--- src/sv/scc_pkg.sv ---
// ----------------------------------------------------------------------------
// scc_pkg: shared types and arithmetic for the spherical coordinate converter
// Fixed-point widths, arctangent table, gain correction and output rounding.
// ----------------------------------------------------------------------------
package scc_pkg;

  localparam int COORD_WIDTH   = 18;
  localparam int CORDIC_STAGES = 16;
  localparam int GUARD         = 8;
  localparam int AZ_WIDTH      = 16;
  localparam int EL_WIDTH      = 15;
  localparam int ACC_WIDTH     = 32;
  localparam int ANGLE_SHIFT   = 9;
  localparam int DEG180        = 23040;
  localparam int DEG90         = 11520;
  localparam int ANG180        = 180 * 65536;
  localparam int GAIN_SHIFT    = 20;
  localparam int ATAN_LEN      = 24;

  // word field offsets, lowest bit first
  localparam int OFF_Y     = COORD_WIDTH;
  localparam int OFF_Z     = 2 * COORD_WIDTH;
  localparam int OFF_R     = 3 * COORD_WIDTH;
  localparam int OFF_AZ    = 4 * COORD_WIDTH;
  localparam int OFF_EL    = 4 * COORD_WIDTH + AZ_WIDTH;
  localparam int DATA_BITS = 4 * COORD_WIDTH + AZ_WIDTH + EL_WIDTH;
  localparam int TDATA_WIDTH = ((DATA_BITS + 7) / 8) * 8;

  // command codes
  localparam logic CMD_TO_SPH  = 1'b0;
  localparam logic CMD_TO_CART = 1'b1;

  typedef logic signed [ACC_WIDTH-1:0] acc_t;

  // word moving down the pipeline
  typedef struct packed {
    logic valid;
    logic cmd;
    logic flag;
    acc_t x;
    acc_t y;
    acc_t a;
    acc_t aux;
  } scc_word_t;

  typedef struct packed {
    logic neg;
    acc_t ang;
  } rot_start_t;

  // atan(2^-i) in 1/65536 degree
  localparam acc_t ATAN_TAB [ATAN_LEN] = '{
    2949120, 1740967, 919879, 466945, 234379, 117304, 58666, 29335,
    14668, 7334, 3667, 1833, 917, 458, 229, 115,
    57, 29, 14, 7, 4, 2, 1, 0
  };

  localparam logic signed [GAIN_SHIFT+1:0] GAIN_C = (GAIN_SHIFT+2)'(636751);

  // multiply by cordic gain inverse, round half up
  function automatic acc_t gain_fix(input acc_t v);
    logic signed [ACC_WIDTH+GAIN_SHIFT+1:0] p;
    p = v * GAIN_C;
    p = (p + (ACC_WIDTH+GAIN_SHIFT+2)'(1 << (GAIN_SHIFT - 1))) >>> GAIN_SHIFT;
    return p[ACC_WIDTH-1:0];
  endfunction

  // drop guard bits with rounding
  function automatic logic signed [ACC_WIDTH:0] round_guard(input acc_t v);
    logic signed [ACC_WIDTH:0] s;
    s = (ACC_WIDTH+1)'(v);
    s = (s + (ACC_WIDTH+1)'(1 << (GUARD - 1))) >>> GUARD;
    return s;
  endfunction

  function automatic logic [COORD_WIDTH-1:0] coord_out(input acc_t v);
    logic signed [ACC_WIDTH:0] s;
    s = round_guard(v);
    if (s > (ACC_WIDTH+1)'((1 << (COORD_WIDTH - 1)) - 1)) begin
      s = (ACC_WIDTH+1)'((1 << (COORD_WIDTH - 1)) - 1);
    end else if (s < -(ACC_WIDTH+1)'(1 << (COORD_WIDTH - 1))) begin
      s = -(ACC_WIDTH+1)'(1 << (COORD_WIDTH - 1));
    end
    return s[COORD_WIDTH-1:0];
  endfunction

  function automatic logic [COORD_WIDTH-1:0] radius_out(input acc_t v);
    logic signed [ACC_WIDTH:0] s;
    s = round_guard(v);
    if (s < 0) begin
      s = '0;
    end else if (s > (ACC_WIDTH+1)'((1 << COORD_WIDTH) - 1)) begin
      s = (ACC_WIDTH+1)'((1 << COORD_WIDTH) - 1);
    end
    return s[COORD_WIDTH-1:0];
  endfunction

  // internal angle to 1/128 degree, clamped to +-lim
  function automatic acc_t angle_out(input acc_t v, input int lim);
    logic signed [ACC_WIDTH:0] s;
    s = (ACC_WIDTH+1)'(v);
    s = (s + (ACC_WIDTH+1)'(1 << (ANGLE_SHIFT - 1))) >>> ANGLE_SHIFT;
    if (s > lim) begin
      s = (ACC_WIDTH+1)'(lim);
    end else if (s < -lim) begin
      s = -(ACC_WIDTH+1)'(lim);
    end
    return s[ACC_WIDTH-1:0];
  endfunction

  // wrap to [-180,180), fold into +-90 with a negated start vector
  function automatic rot_start_t rot_start(input logic signed [AZ_WIDTH-1:0] ang);
    logic signed [AZ_WIDTH+1:0] r;
    rot_start_t o;
    r = (AZ_WIDTH+2)'(ang);
    if (r >= DEG180) begin
      r = (AZ_WIDTH+2)'(r - 2 * DEG180);
    end else if (r < -DEG180) begin
      r = (AZ_WIDTH+2)'(r + 2 * DEG180);
    end
    o.neg = 1'b0;
    if (r > DEG90) begin
      o.neg = 1'b1;
      r = (AZ_WIDTH+2)'(r - DEG180);
    end else if (r < -DEG90) begin
      o.neg = 1'b1;
      r = (AZ_WIDTH+2)'(r + DEG180);
    end
    o.ang = ACC_WIDTH'(r) <<< ANGLE_SHIFT;
    return o;
  endfunction

endpackage

--- src/sv/scc_gain.sv ---
// ----------------------------------------------------------------------------
// scc_gain: cordic gain correction
// Scales x and y by the inverse cordic gain, one register stage.
// ----------------------------------------------------------------------------
module scc_gain import scc_pkg::*; (
  input  logic      clk,
  input  logic      rst,
  input  logic      en,
  input  scc_word_t d,
  output scc_word_t q
);

  scc_word_t nxt;

  // two constant multipliers
  always_comb begin
    nxt   = d;
    nxt.x = gain_fix(d.x);
    nxt.y = gain_fix(d.y);
  end

  always_ff @(posedge clk) begin
    if (rst) begin
      q.valid <= 1'b0;
    end else if (en) begin
      q <= nxt;
    end
  end

endmodule

--- config.mk ---
export PLATFORM = sky130hd
export DESIGN_NAME = scc_gain
export DESIGN_NICKNAME = d
export VERILOG_FILES = /design/src/sv/scc_pkg.sv /design/src/sv/scc_gain.sv
export SDC_FILE = /design/constraint.sdc
export NUM_CORES = 2
export LEC_CHECK = 0
export BUFFER_PORTS_ARGS = -buffer_cell sky130_fd_sc_hd__buf_2
export CAP_MARGIN = 5
export CORE_MARGIN = 5
export CORE_UTILIZATION = 42
export CTS_CLUSTER_DIAMETER = 100
export DETAILED_ROUTE_END_ITERATION = 8
export MAX_ROUTING_LAYER = met4
export PLACE_DENSITY = 0.69
export SETUP_SLACK_MARGIN = 0.15
export SYNTH_ARGS = -nofsm -noshare
export SYNTH_HDL_FRONTEND = slang
export SYNTH_SLANG_ARGS = --single-unit
--- constraint.sdc ---
create_clock -name clk -period 6.6 [get_ports clk]
set_clock_uncertainty 0.1 [all_clocks]
set_input_delay 0.33 -clock clk [delete_from_list [all_inputs] [get_ports clk]]
set_output_delay 0.33 -clock clk [all_outputs]
set_load 0.005 [all_outputs]
; After elaboration in Yosys (flattened, before gate mapping)
; Cells that the tools add are included.
[classes]
addsub = 2
mul = 2
div = 0
n_lt_le_gt_ge = 0
n_eq_ne = 0
shift = 0
n_mux = 0
bitwise_logic = 1
n_reduce_logical = 1
[ops]
columns = operator, count
row1 = $add 52x21->52 const B, 2
row2 = $mul 32x21->52 const B, 2
row3 = $reduce_and 2->1, 1
row4 = $not 1->1, 1
[word_totals]
ff_bits = 131
latch_bits = 0
ram_bits = 0
mem_bits_ro = 0
inputBits = 134
out_inout_bits = 131
wordCells = 13
memories = 0

; Depth between registers and ports, before layout
[logic_depth]
ltp_word = 2
mapped_depth = 26
depth_no_buf = 26

; Worst setup path after synthesis
; Ideal clock, no wire load.
[synth_path]
kind = input to register
start = input rst
end = register q[0] (netlist name) (enable)
setup_time_ps = 638
t_arrival_ps = 6099
t_required_ps = 5862
slack_ps = -237
path_stages = 1
path_buffers = 0
cell_sequence = nor2b_1
[synth_between]
elab_chain_cells = 2
[synth_rtl]
columns = element, line
row1 = "start, declared", scc_gain.sv:7  ; input logic rst,
row2 = $not 1->1 (no line), --
row3 = $reduce_and 2->1 (no line), --
row4 = "end signal, assigned", scc_gain.sv:26  ; q <= nxt;
row5 = "end, declared", scc_gain.sv:10  ; output scc_word_t q
; Every way passes these cells.
; A chain may end at the register's enable or synchronous reset.

==> results.sh <==
export IMPL_clkSlewWorstSetupHoldPaths_ns=0.08
export IMPL_crit_arrival_ns=6.44
export IMPL_max_slew_margin_rel_pct=40.6
export IMPL_fp_dieW_um=284
export IMPL_synth_warnings=0
export IMPL_final_cell_mix="inv_1 (1017), fa_1 (693), ha_1 (524), buf_4 (276), buf_2 (253)"
export IMPL_vias=21100
export IMPL_cts_buffers=17
export IMPL_cap_violations=0
export IMPL_portBuffers=264
export IMPL_synth_cell_types=69
export IMPL_nNetsFinal=4837
export IMPL_fin_area_sq_um=37800
export IMPL_routedWlPerCell_um=16.8
export IMPL_clkSinkCount=131
export IMPL_hold_path_class="in2reg"
export IMPL_clockBufferDepth=2
export IMPL_syn_area_sq_um=31500
export IMPL_synth_seq_area_share_pct=12.5
export IMPL_synth_cells=2846
export IMPL_path_cells="buf_2, fa_2, inv_1, fa_1, fa_1, inv_1, fa_1, fa_2, fa_1, fa_1, ha_4, a21oi_2, o21ai_1, a221o_1, a211o_4, o21ai_2, nand3_2, a31o_1, a21oi_2, o21ai_1, xor2_1"
export IMPL_gp_congestion=0.919
export IMPL_synth_edf_count=130
export IMPL_grt_max_degree=64
export IMPL_setup_violations=0
export IMPL_start_util_pct=42.3
export IMPL_placementRows=100
export IMPL_slowest_stage="fa_2"
export IMPL_multiInputGateArea_sq_um=24000
export IMPL_hp_start="en"
export IMPL_dp_cells=4345
export IMPL_holdPathStages=2
export IMPL_grt_pass1_vias=23300
export IMPL_start_kind="input port"
export IMPL_cts_root_buffer="clkbuf_16"
export IMPL_min_period_over_period_pct=95.7
export IMPL_stdcell_count=4455
export IMPL_clock_latency_ns=0.46
export IMPL_r2r_end="q[130]"
export IMPL_synthesis_nets=4216
export IMPL_largest_register="q"
export IMPL_dp_hpwl_um=66800
export IMPL_seq_area_sq_um=3920
export IMPL_vias_per_cell=4.73
export IMPL_final_min_clock_period_ns=6.32
export IMPL_final_common_cell="inv_1"
export IMPL_async_flop_share_pct=0
export IMPL_avgSynthCellArea_sq_um=11.1
export IMPL_placed_cell_area_sq_um=36100
export IMPL_grtUsageTotal_pct=19.9
export IMPL_worst_slew_pin_slew_ns=0.890
export IMPL_antenna_found_initial=8
export IMPL_rr_startpoint="q[130]"
export IMPL_hold_end="q[128]"
export IMPL_largestRegisters="q (131)"
export IMPL_grt_overflow=0
export IMPL_drt_iter0_markers=869
export IMPL_yosys_most_used_dff="edfxtp_1"
export IMPL_cts_max_level=4
export IMPL_die_area_sq_um=80600
export IMPL_routed_wl_um=75100
export IMPL_cpPeakStageDelay_ns=0.62
export IMPL_ant_nets=0
export IMPL_rrSetupSlack_ns=5.36
export IMPL_drive_gt1_share_pct=18.4
export IMPL_tritoncts="built"
export IMPL_ys_ff_latch=131
export IMPL_rsz0062_at_grt="false"
export IMPL_largest_register_ffs=131
export IMPL_cp_max_fo=4
export IMPL_critPathKind="in2reg"
export IMPL_route_detailed_drc=0
export IMPL_setup_worst_path_end_class="flop"
export IMPL_first_pass_iters=5
export IMPL_grt_pass1_wl_um=122000
export IMPL_syn_to_final_growth_pct=19.9
export IMPL_worst_r2r_path_depth=3
export IMPL_status="complete, no violations"
export IMPL_fmaxAchievable_ghz=0.158
export IMPL_cp_common_cell="fa_1"
export IMPL_nFillCells=6619
export IMPL_core_sq_um=74400
export IMPL_num_io_pins=265
export IMPL_die_y_um=284
export IMPL_slew_violations=0
export IMPL_hold_viol=0
export IMPL_cp_required_ns=6.72
==> metal layers <==
layer	vias to the layer above	part of all wire, %	global-route usage, %
met5	-	0	-
met4	0	2.2	5.44
met3	75	5.7	3.52
met2	489	49	31.9
met1	10600	44	26.5
li1	9882	-	-
==> cell families after synthesis <==
logic type | share of synthesized area, %
buffers and inverters | 12.2
xor gates and xnor gates | 2.00
muxes | 0.0954
adders and majority gates | 65.8
and+or+nand+nor | 2.73
AOI/OAI and AO/OA | 4.71
DFF | 12.5
==> synthesized netlist by cell type, types with 19 or more instances <==
cell type | count | area [sq um]
inv_1 | 1020 | 3830
fa_1 | 699 | 14000
ha_1 | 537 | 6720
edfxtp_1 | 130 | 3900
a21oi_1 | 61 | 305
xnor2_1 | 44 | 385
nand2_1 | 41 | 154
a21o_1 | 34 | 255
nor2_1 | 33 | 124
o21ai_0 | 28 | 140
xor2_1 | 28 | 245
nand4_1 | 19 | 119
==> per-stage QoR <==
step	worst slack (ns)	TNS (ns)	utilization (%)	hold WS, ns
after floorplan	0.197	0	-	0.302
after global placement	-0.289	-3.32	48.5	0.368
after detailed placement	-0.361	-5.66	48.5	0.390
after CTS	0.165	0	50.2	0.238
after global routing	0.0854	0	50.7	0.287
final	0.284	0	50.7	0.301
==> worst max-delay path by stage <==
stage / start / slack [ns] / to
after floorplan: d[112] / 0.20 / q[127]
after global placement: d[80] / -0.29 / q[93]
after detailed placement: d[80] / -0.36 / q[93]
after CTS: d[80] / 0.17 / q[93]
after global routing: d[113] / 0.09 / q[127]
final: d[82] / 0.28 / q[93]
==> critical path, delay by kind of cell <==
| family | cells | cell delay, ns |
|---|---|---|
| compound gates | 8 | 1.66 |
| buf+inv | 3 | 0.24 |
| simple gates | 1 | 0.14 |
| fa+ha+maj | 8 | 3.90 |
| xor+xnor | 1 | 0.15 |
==> timing repair <==
action,CTS,global route
buffers inserted,0,4
hold endpoints to repair,67,0
hold buffers,68,0
gates resized for setup,0,66
setup endpoints to repair,0,29
==> layout make-up <==
type / instances / area share (%)
multi-input combinational: 1689 / 63.6
timing repair buffer: 608 / 11.0
sequential: 131 / 10.4
inverter: 1020 / 10.1
tap: 969 / 3.21
clock buffer: 20 / 1.16
clock inverter: 12 / 0.484
antenna: 6 / 0.0398
Power is not shown: default switching activity piles up to over one toggle a cycle in this logic, so the estimate is an artifact.
